## config.mk

```make
export PLATFORM = sky130hd
export DESIGN_NAME = rfnm_score
export DESIGN_NICKNAME = d
export VERILOG_FILES = /design/src/design/rfnm_pkg.sv /design/src/design/rfnm_score.sv
export VERILOG_INCLUDE_DIRS = /design/src /design/src/design
export SDC_FILE = /design/constraint.sdc
export NUM_CORES = 1
export LEC_CHECK = 0
export ABC_AREA = 0
export BUFFER_PORTS_ARGS = -buffer_cell sky130_fd_sc_hd__buf_2
export CORE_MARGIN = 2
export CORE_UTILIZATION = 55
export CTS_BUF_LIST = sky130_fd_sc_hd__clkbuf_2
export CTS_CLUSTER_DIAMETER = 100
export CTS_CLUSTER_SIZE = 28
export DETAILED_ROUTE_END_ITERATION = 7
export PLACE_DENSITY_LB_ADDON = 0.3
export SLEW_MARGIN = 10
export SYNTH_ARGS = -nofsm -noshare
export SYNTH_HDL_FRONTEND = slang
export SYNTH_SLANG_ARGS = --single-unit
```

## constraint.sdc

```tcl
create_clock -name clk -period 6.7 [get_ports clk]
set_input_delay 1.34 -clock clk [delete_from_list [all_inputs] [get_ports clk]]
set_output_delay 1.34 -clock clk [all_outputs]
set_load 0.005 [all_outputs]
```

## src/design/rssi_fingerprint_nearest_match_top_defines.svh

```systemverilog
// Assertion macros shared by the fingerprint matcher modules.
`ifndef RSSI_FINGERPRINT_NEAREST_MATCH_TOP_DEFINES_SVH
`define RSSI_FINGERPRINT_NEAREST_MATCH_TOP_DEFINES_SVH

`ifndef SYNTHESIS

// Check a property at every rising edge outside reset.
`define RFNM_ASSERT(label, clk, rst, prop) \
  label: assert property (@(posedge clk) disable iff (rst) prop) \
    else $error("%m: check failed");

// Check a property at every rising edge, reset included.
`define RFNM_ASSERT_NORST(label, clk, prop) \
  label: assert property (@(posedge clk) prop) \
    else $error("%m: check failed");

`else

`define RFNM_ASSERT(label, clk, rst, prop)
`define RFNM_ASSERT_NORST(label, clk, prop)

`endif

`endif

```

## src/design/rfnm_pkg.sv

```systemverilog
package rfnm_pkg;

  localparam int ADDR_W  = 48;
  localparam int LVL_W   = 8;
  localparam int COORD_W = 16;
  localparam int IDX_W   = 10;
  localparam int SLOT_FW = 4;
  localparam int DIM_W   = 5;
  localparam int CNT_W   = 11;
  localparam int CFG_W   = 11;

  localparam int DIM_RESET = 16;
  localparam int CNT_RESET = 1;

  // penalty for an address seen in only one of the two references
  localparam int PENALTY_OFFSET = 255;
  localparam int SQ_W           = 16;
  localparam int PEN_W          = 9;
  localparam int PEN_SQ_W       = 18;
  localparam int PEN_SQ_MAX     = 145924;

  typedef enum logic [1:0] {
    ACT_REF_SLOT   = 2'd0,
    ACT_REF_COORD  = 2'd1,
    ACT_QUERY_SLOT = 2'd2,
    ACT_CLASSIFY   = 2'd3
  } action_t;

  typedef enum logic {
    CFG_DIM   = 1'b0,
    CFG_COUNT = 1'b1
  } cfg_reg_t;

  typedef struct packed {
    action_t                    action;
    logic [IDX_W-1:0]           ref_index;
    logic [SLOT_FW-1:0]         slot;
    logic [ADDR_W-1:0]          ap_address;
    logic signed [LVL_W-1:0]    level_dbm;
    logic [COORD_W-1:0]         coord_x;
    logic [COORD_W-1:0]         coord_y;
  } cmd_t;

  typedef struct packed {
    logic [COORD_W-1:0] loc_x;
    logic [COORD_W-1:0] loc_y;
    logic [IDX_W-1:0]   winner_index;
  } res_t;

  typedef struct packed {
    logic [ADDR_W-1:0] ap_address;
    logic [LVL_W-1:0]  level;
  } slot_t;

  typedef struct packed {
    logic valid;
    logic first_j;
    logic last_j;
    logic last_pair;
  } scan_tag_t;

  typedef struct packed {
    logic done;
    logic chal_better;
  } score_res_t;

  typedef enum logic [2:0] {
    ST_IDLE,
    ST_SCAN,
    ST_WAIT,
    ST_FETCH,
    ST_POST
  } state_t;

endpackage

```

## src/design/rfnm_score.sv

```systemverilog
`include "rssi_fingerprint_nearest_match_top_defines.svh"

module rfnm_score #(
  parameter int MAX_SLOTS = 16
) (
  input  logic                 clk,
  input  logic                 rst,
  input  logic                 clear,
  input  rfnm_pkg::scan_tag_t  tag,
  input  rfnm_pkg::slot_t      query,
  input  rfnm_pkg::slot_t      best_slot,
  input  rfnm_pkg::slot_t      chal_slot,
  output rfnm_pkg::score_res_t result
);
  import rfnm_pkg::*;

  localparam int SUM_W = $clog2(MAX_SLOTS * PEN_SQ_MAX + 1);

  // stage B: read data arrive, search for the first matching slot
  scan_tag_t           tag_b;
  logic                fb, fc;
  logic [LVL_W-1:0]    lb, lc;
  logic                fb_prev, fc_prev, fb_now, fc_now;
  logic [LVL_W-1:0]    lb_now, lc_now;

  // stage C: one query slot finished
  logic                c_valid, c_last, c_fb, c_fc;
  logic [LVL_W-1:0]    c_ql, c_lb, c_lc;

  // stage D: squared terms
  logic signed [LVL_W:0] diff_b, diff_c;
  logic [LVL_W-1:0]      mag_b, mag_c;
  logic [PEN_W:0]        pen;
  logic [SQ_W-1:0]       sq_b, sq_c;
  logic [PEN_SQ_W-1:0]   sq_p, add_b, add_c;
  logic                  d_valid, d_last;
  logic [PEN_SQ_W-1:0]   d_add_b, d_add_c;

  // stage E: running sums
  logic [SUM_W-1:0]      sum_b, sum_c;
  logic                  done;

  always_ff @(posedge clk) begin
    if (rst) begin
      tag_b <= '0;
    end else begin
      tag_b <= tag;
    end
  end

  always_comb begin
    fb_prev = tag_b.first_j ? 1'b0 : fb;
    fc_prev = tag_b.first_j ? 1'b0 : fc;
    fb_now  = fb_prev || (best_slot.ap_address == query.ap_address);
    fc_now  = fc_prev || (chal_slot.ap_address == query.ap_address);
    lb_now  = fb_prev ? lb : best_slot.level;
    lc_now  = fc_prev ? lc : chal_slot.level;
  end

  always_ff @(posedge clk) begin
    if (tag_b.valid) begin
      fb <= fb_now;
      fc <= fc_now;
      lb <= lb_now;
      lc <= lc_now;
    end
  end

  always_ff @(posedge clk) begin
    if (rst) begin
      c_valid <= 1'b0;
    end else begin
      c_valid <= tag_b.valid && tag_b.last_j;
    end
    c_last <= tag_b.last_pair;
    c_fb   <= fb_now;
    c_fc   <= fc_now;
    c_lb   <= lb_now;
    c_lc   <= lc_now;
    c_ql   <= query.level;
  end

  always_comb begin
    diff_b = $signed({c_ql[LVL_W-1], c_ql}) - $signed({c_lb[LVL_W-1], c_lb});
    diff_c = $signed({c_ql[LVL_W-1], c_ql}) - $signed({c_lc[LVL_W-1], c_lc});
    mag_b  = diff_b[LVL_W] ? LVL_W'(-diff_b) : diff_b[LVL_W-1:0];
    mag_c  = diff_c[LVL_W] ? LVL_W'(-diff_c) : diff_c[LVL_W-1:0];
    pen    = (PEN_W+1)'({{2{c_ql[LVL_W-1]}}, c_ql}) + (PEN_W+1)'(PENALTY_OFFSET);
    sq_b   = SQ_W'(mag_b) * SQ_W'(mag_b);
    sq_c   = SQ_W'(mag_c) * SQ_W'(mag_c);
    sq_p   = PEN_SQ_W'(pen[PEN_W-1:0]) * PEN_SQ_W'(pen[PEN_W-1:0]);
    add_b  = c_fb ? PEN_SQ_W'(sq_b) : (c_fc ? sq_p : '0);
    add_c  = c_fc ? PEN_SQ_W'(sq_c) : (c_fb ? sq_p : '0);
  end

  always_ff @(posedge clk) begin
    if (rst) begin
      d_valid <= 1'b0;
    end else begin
      d_valid <= c_valid;
    end
    d_last  <= c_last;
    d_add_b <= add_b;
    d_add_c <= add_c;
  end

  always_ff @(posedge clk) begin
    if (clear) begin
      sum_b <= '0;
      sum_c <= '0;
    end else if (d_valid) begin
      sum_b <= sum_b + SUM_W'(d_add_b);
      sum_c <= sum_c + SUM_W'(d_add_c);
    end
  end

  always_ff @(posedge clk) begin
    if (rst) begin
      done <= 1'b0;
    end else begin
      done <= d_valid && d_last;
    end
  end

  assign result.done        = done;
  assign result.chal_better = sum_c < sum_b;

  `RFNM_ASSERT(a_done_single, clk, rst, result.done |=> !result.done)
  `RFNM_ASSERT(a_last_gives_done, clk, rst, (d_valid && d_last) |=> result.done)

endmodule

```

==> results of run 1 <==
logic make-up after synthesis:
family	count (synthesis)	synth area share, %
AOI/OAI and AO/OA	265	13.4
xor gates and xnor gates	185	12.1
adders and majority gates	250	27.9
buffers and inverters	229	6.48
DFF	131	20.7
muxes	44	3.45
and+or+nand+nor	441	16.0
metrics by stage:
stage	power [mW]	setup WS, ps	cells	cell area [sq um]
floorplan	6.26	30.1	1545	13600
global placement	7.90	45.6	2061	15100
detailed placement	8.14	-119	2061	15100
CTS	8.84	13.2	2093	15400
global route	10.5	-117	2102	15700
finish	9.52	139	2102	15700
layout by cell type (no fill, tap or decap), types with 13 or more instances in the layout:
master,instances
nand2b_1,14
nand2_1,73
nor2b_1,21
a22o_1,13
nand4_1,30
nand3_1,28
a211oi_1,14
xor2_1,37
nor2_1,155
o21ai_0,42
clkbuf_2,17
xnor2_1,145
mux2i_1,22
inv_1,192
ha_1,158
a21o_1,30
buf_2,176
nor3_1,27
buf_4,53
fa_1,84
a21oi_1,56
or2_2,29
edfxtp_1,18
dfxtp_1,111
mux2_2,21
synthesized netlist by cell type, drive strengths merged (23+ instances only):
library cell	n
a21oi	60
nand3	28
nand4	30
o21ai	47
inv	200
nand2	73
xnor2	146
ha	164
a21o	30
or2	31
nor2	158
xor2	38
nor3	27
dfxtp	113
clkbuf	23
fa	86
mux2i	23
timing repair:
action | CTS | global route
gates resized for setup | 10 | 50
hold buffers | 0 | 0
buffers inserted | 0 | 9
setup endpoints to repair | 4 | 10
pin swaps | 6 | 53
worst register-to-register path, stage by stage (launching register included):
cell      delay, ps
dfxtp_2         390
inv_4            90
ha_4            140
inv_2            40
fa_2            390
a211oi_4        260
nor2_1           80
xor2_1          170
or4b_4          480
o211a_1         240
a2111o_1        410
or2_4           280
nor2_4          130
fa_1            440
fa_1            490
inv_1            50
fa_1            470
fa_1            550
inv_2            50
ha_4            210
a21o_1          180
a31oi_2         180
o21ai_2         100
o41ai_2         380
xor2_1          190
o21ai_1          80
metal layers:
| layer | global-route usage, % | wire [um] | part of all wire (%) |
|---|---|---|---|
| met3 | 3.77 | 1540 | 4.4 |
| met2 | 49.2 | 17900 | 51 |
| met4 | 11.6 | 1390 | 4.0 |
| met5 | 0 | 0 | 0 |
| met1 | 30.9 | 14000 | 40 |
sequential cells by signal, summed over array words and instances, names as in the netlist, 4 cells and up:
signal and cells:
sum_b 22, sum_c 22, d_add_b 17, d_add_c 17
c_lb 8, c_lc 8, c_ql 8, lb 8
lc 8, tag_b 4
worst max-delay path by stage:
stage / start / endpoint / depth (start not counted)
global route: c_ql[0] / d_add_c[15] / 27
CTS: c_ql[0] / d_add_b[15] / 29
floorplan: c_ql[0] / d_add_b[14] / 26
global placement: c_ql[0] / d_add_b[15] / 26
detailed placement: c_ql[0] / d_add_b[15] / 26
finish: c_ql[0] / d_add_b[14] / 25
area by class of cell:
| type | instances | area share (%) |
|---|---|---|
| inverters | 200 | 4.82 |
| well taps | 324 | 2.59 |
| multi-input cells | 1185 | 64.8 |
| clock inverters | 15 | 1.07 |
| flip-flops and latches | 131 | 17.9 |
| repair buffers | 230 | 8.23 |
| clock buffers | 17 | 0.543 |
power breakdown:
part           switching (mW)  leakage (nW)  internal (mW)
Sequential             0.0552          1.10          0.923
Clock                   0.346         0.148          0.182
Combinational            4.33          6.18           3.68
Total                    4.74          7.43           4.79
==> results.json, run 1 <==
{
  "drive_gt1_share_pct": 20.9,
  "fin_crit_ps": 6560,
  "h-tree-depth": 4,
  "slew_headroom_pct": 37.6,
  "crit_fanout": 4,
  "via_per_inst": 5.59,
  "fin_worst_skew_ps": 45.4,
  "r2r_slack_ps": 140,
  "antenna_found_initial": 0,
  "finalCoreUtilization_pct": 64.6,
  "crit_path_top_delay_cell": "fa_1",
  "wl_um": 34800,
  "synth_area_leaders": "dfxtp_1 17%, ha_1 15%, fa_1 13%",
  "gp_congestion": 0.914,
  "cp-end-kind": "flip-flop",
  "arrival_ps": 7180,
  "min_from": "c_last",
  "tns_ps": 0,
  "cts_tree": "built",
  "postSynthCellCount": 1545,
  "fin_nets": 2190,
  "drtIter0Drc": 753,
  "die_h_um": 161,
  "synth_top_area_share_pct": 16.7,
  "ant_nets": 0,
  "crit_type": "reg2reg",
  "outcome": "finished clean",
  "wl_per_cell_um": 16.6,
  "path_clk_slew_ps": 220,
  "required_ps": 7310,
  "drc": 0,
  "finalCritPeriodShare_pct": 97.9,
  "r2r-end": "d_add_b[14]",
  "insertion_delay_ps": 730,
  "detailed_place_hpwl_um": 28600,
  "core.rowCount": 57,
  "io_pins": 177,
  "n_fill_cell": 2006,
  "hold_end": "d_last",
  "multiInputGateArea_sq_um": 10200,
  "cpPeakStageDelay_ps": 550,
  "dieArea_sq_um": 25900,
  "drt-pass1-iter-count": 6,
  "ys_seq_area_share_pct": 20.7,
  "gr-total-overflow": 0,
  "async_reset_ff_share_pct": 0,
  "grt_usage_pct": 26.8,
  "portBuffers": 176,
  "synth_nets": 1970,
  "setup_viol": 0,
  "cap_violations": 0,
  "ir_worst_vdd_mv": 0.737,
  "syn_area_per_cell_sq_um": 8.76,
  "synth-seq-cells": 131,
  "vias": 11800,
  "ys.warnings.count": 0,
  "grt_pass1_vias": 11900,
  "grt_max_degree": 62,
  "cp-start-kind": "flip-flop",
  "syn2layout_area_growth_pct": 15.7,
  "worst_pin_slew_ps": 934,
  "fmax_mhz": 152,
  "grt_pass1_wl_um": 55900,
  "seq_area_sq_um": 2810,
  "r2r-start": "c_ql[0]",
  "cts_sinks": 131,
  "hold_path_depth": 0,
  "synth_edf_count": 18,
  "antennaDiodeCount": 0,
  "dieWidth_um": 161,
  "synth_top_cell_by_area": "dfxtp_1",
  "slew_violations": 0,
  "cts_buffers": 17,
  "pwr_density_cell_nw_per_um2": 608,
  "synth.distinct_cells": 74,
  "crit_top_cell": "fa_1",
  "clock_path_buffers": 2,
  "critPathBufInv": 4,
  "worst_hold_path_type": "reg2reg",
  "hold_viol_final": 0,
  "core_sq_um": 24200,
  "synth_ff_type": "dfxtp_1",
  "p_leak_nw": 7.43,
  "netlist_area_sq_um": 13500,
  "whs_ps": 348,
  "crit_family": "adder cells",
  "floorplan.initialDensity_pct": 55.8,
  "rr_worst_depth": 25,
  "clockRootBuffer": "clkbuf_2"
}
Power figures use the tool's default switching activity.
==> run 2: changes to the inputs <==
--- a/config.mk
+++ b/config.mk
@@ -10,10 +10,11 @@
 export BUFFER_PORTS_ARGS = -buffer_cell sky130_fd_sc_hd__buf_2
 export CORE_MARGIN = 2
 export CORE_UTILIZATION = 55
-export CTS_BUF_LIST = sky130_fd_sc_hd__clkbuf_2
+export CTS_BUF_LIST = sky130_fd_sc_hd__clkbuf_8
 export CTS_CLUSTER_DIAMETER = 100
 export CTS_CLUSTER_SIZE = 28
 export DETAILED_ROUTE_END_ITERATION = 7
+export GPL_ROUTABILITY_DRIVEN = 0
 export PLACE_DENSITY_LB_ADDON = 0.3
 export SLEW_MARGIN = 10
 export SYNTH_ARGS = -nofsm -noshare
==> run 2 against run 1 <==
  * Non-clock buffer count fell by 3
  * Wire length up 0.66%
  * Sequential share of layout area down 0.25 points
  * Clock skew shrank 30 ps
  * Worst hold slack worse by 8.7 ps
  * Via count is 0.97% lower
  * Critical endpoint is now d_add_b[15]
==> results.json, run 2 (synthesized netlist as in run 1, its figures left out) <==
{
  "outcome": "finished clean",
  "drive_gt1_share_pct": 21.4,
  "rr_worst_depth": 29,
  "reg_top3": "sum_b: 22 flops, sum_c: 22 flops",
  "fin_worst_skew_ps": 15.8,
  "critPathBufInv": 7,
  "antenna_found_initial": 0,
  "wl_um": 35000,
  "clock_path_buffers": 2,
  "cp-end-kind": "flip-flop",
  "crit_family": "adder cells",
  "clockRootBuffer": "clkbuf_8",
  "finalCritPeriodShare_pct": 98.1,
  "wl_per_cell_um": 16.7,
  "gr-total-overflow": 0,
  "arrival_ps": 6920,
  "detailed_place_hpwl_um": 28400,
  "r2r-end": "d_add_b[15]",
  "worst_pin_slew_ps": 950,
  "vias": 11600,
  "whs_ps": 339,
  "via_per_inst": 5.55,
  "fin_crit_ps": 6570,
  "worst_hold_path_type": "reg2reg",
  "cts_buffers": 17,
  "syn2layout_area_growth_pct": 17.4,
  "floorplan.initialDensity_pct": 55.8,
  "ant_nets": 0,
  "core.rowCount": 57,
  "grt_pass1_vias": 11900,
  "crit_fanout": 4,
  "hold_viol_final": 0,
  "drc": 0,
  "grt_max_degree": 62,
  "min_from": "c_last",
  "slew_violations": 0,
  "cp-start-kind": "flip-flop",
  "io_pins": 177,
  "crit_path_top_delay_cell": "fa_1",
  "cts_tree": "built",
  "hold_end": "d_last",
  "r2r-start": "c_ql[0]",
  "drt-pass1-iter-count": 5,
  "slew_headroom_pct": 36.6,
  "final_common_cell": "inv_1",
  "crit_type": "reg2reg",
  "hold_path_depth": 0,
  "cts_hold_buf": 0,
  "fmax_mhz": 152,
  "dieArea_sq_um": 25900,
  "grt_usage_pct": 26.7,
  "antennaDiodeCount": 0,
  "drtIter0Drc": 599,
  "layout_common_cells": "188 x inv_1, 176 x buf_2, 156 x ha_1, 154 x nor2_1, 145 x xnor2_1",
  "core_sq_um": 24200,
  "fin_nets": 2187,
  "cpPeakStageDelay_ps": 540,
  "cap_violations": 0,
  "path_clk_slew_ps": 90,
  "die_h_um": 161,
  "dieWidth_um": 161,
  "grt_pass1_wl_um": 56200,
  "rsz0062_at_grt": "yes",
  "required_ps": 7040,
  "r2r_slack_ps": 130,
  "setup_viol": 0,
  "portBuffers": 176,
  "insertion_delay_ps": 460,
  "cts_sinks": 131,
  "h-tree-depth": 4
}
==> run 2: worst max-delay path by stage <==
stage	start	endpoint	cells after the start
after floorplan	c_ql[0]	d_add_b[14]	26
after global placement	c_ql[0]	d_add_b[15]	29
final	c_ql[0]	d_add_b[15]	29
after CTS	c_ql[0]	d_add_b[14]	25
after global routing	c_ql[0]	d_add_b[15]	29
after detailed placement	c_ql[0]	d_add_b[15]	29
==> run 2: what timing repair did <==
item / 4_1_cts / 5_1_grt
resized for setup: 11 / 62
setup endpoints to repair: 4 / 9
pin swaps: 4 / 49
buffers inserted: 1 / 6
gates cloned: 0 / 0
==> run 2: cell type report <==
class	instances	area, sq um
multi-input combinational	1185	10200
fill	1937	8360
sequential	131	2810
timing repair buffer	227	1270
tap	324	405
clock inverter	14	178
clock buffer	18	248
inverter	200	756
==> run 2: routing by layer <==
| layer | vias to the layer above | part of all wire, % | track usage [%] |
|---|---|---|---|
| li1 | 5734 | - | - |
| met1 | 5539 | 41 | 31.2 |
| met2 | 306 | 52 | 49.5 |
| met3 | 66 | 3.7 | 3.18 |
| met4 | 0 | 3.8 | 11.2 |
| met5 | - | 0 | 0 |
==> run 2: worst reg2reg max path, delay by kind of cell, from the launching register on <==
kind,cells,cell delay (ps)
XOR/XNOR,3,470
adder cells (fa/ha/maj),6,2240
AND/OR/NAND/NOR,5,1100
AO/OA/AOI/OAI,8,1710
flip-flops,1,340
buffers and inverters,7,610
==> run 2: stage by stage <==
stage	util (%)	cell area [sq um]	setup TNS (ps)	instances	worst slack [ps]
after floorplan	-	13600	0	1545	30.1
after global placement	62.1	15100	0	2061	79.1
after detailed placement	62.1	15100	-238	2061	-98.8
after CTS	64.1	15500	0	2094	7.62
after global routing	65.5	15900	-319	2099	-151
final	65.5	15900	0	2099	125
Power of run 2 is not shown: default switching activity piles up to over one toggle a cycle in this logic, so the estimate is an artifact.
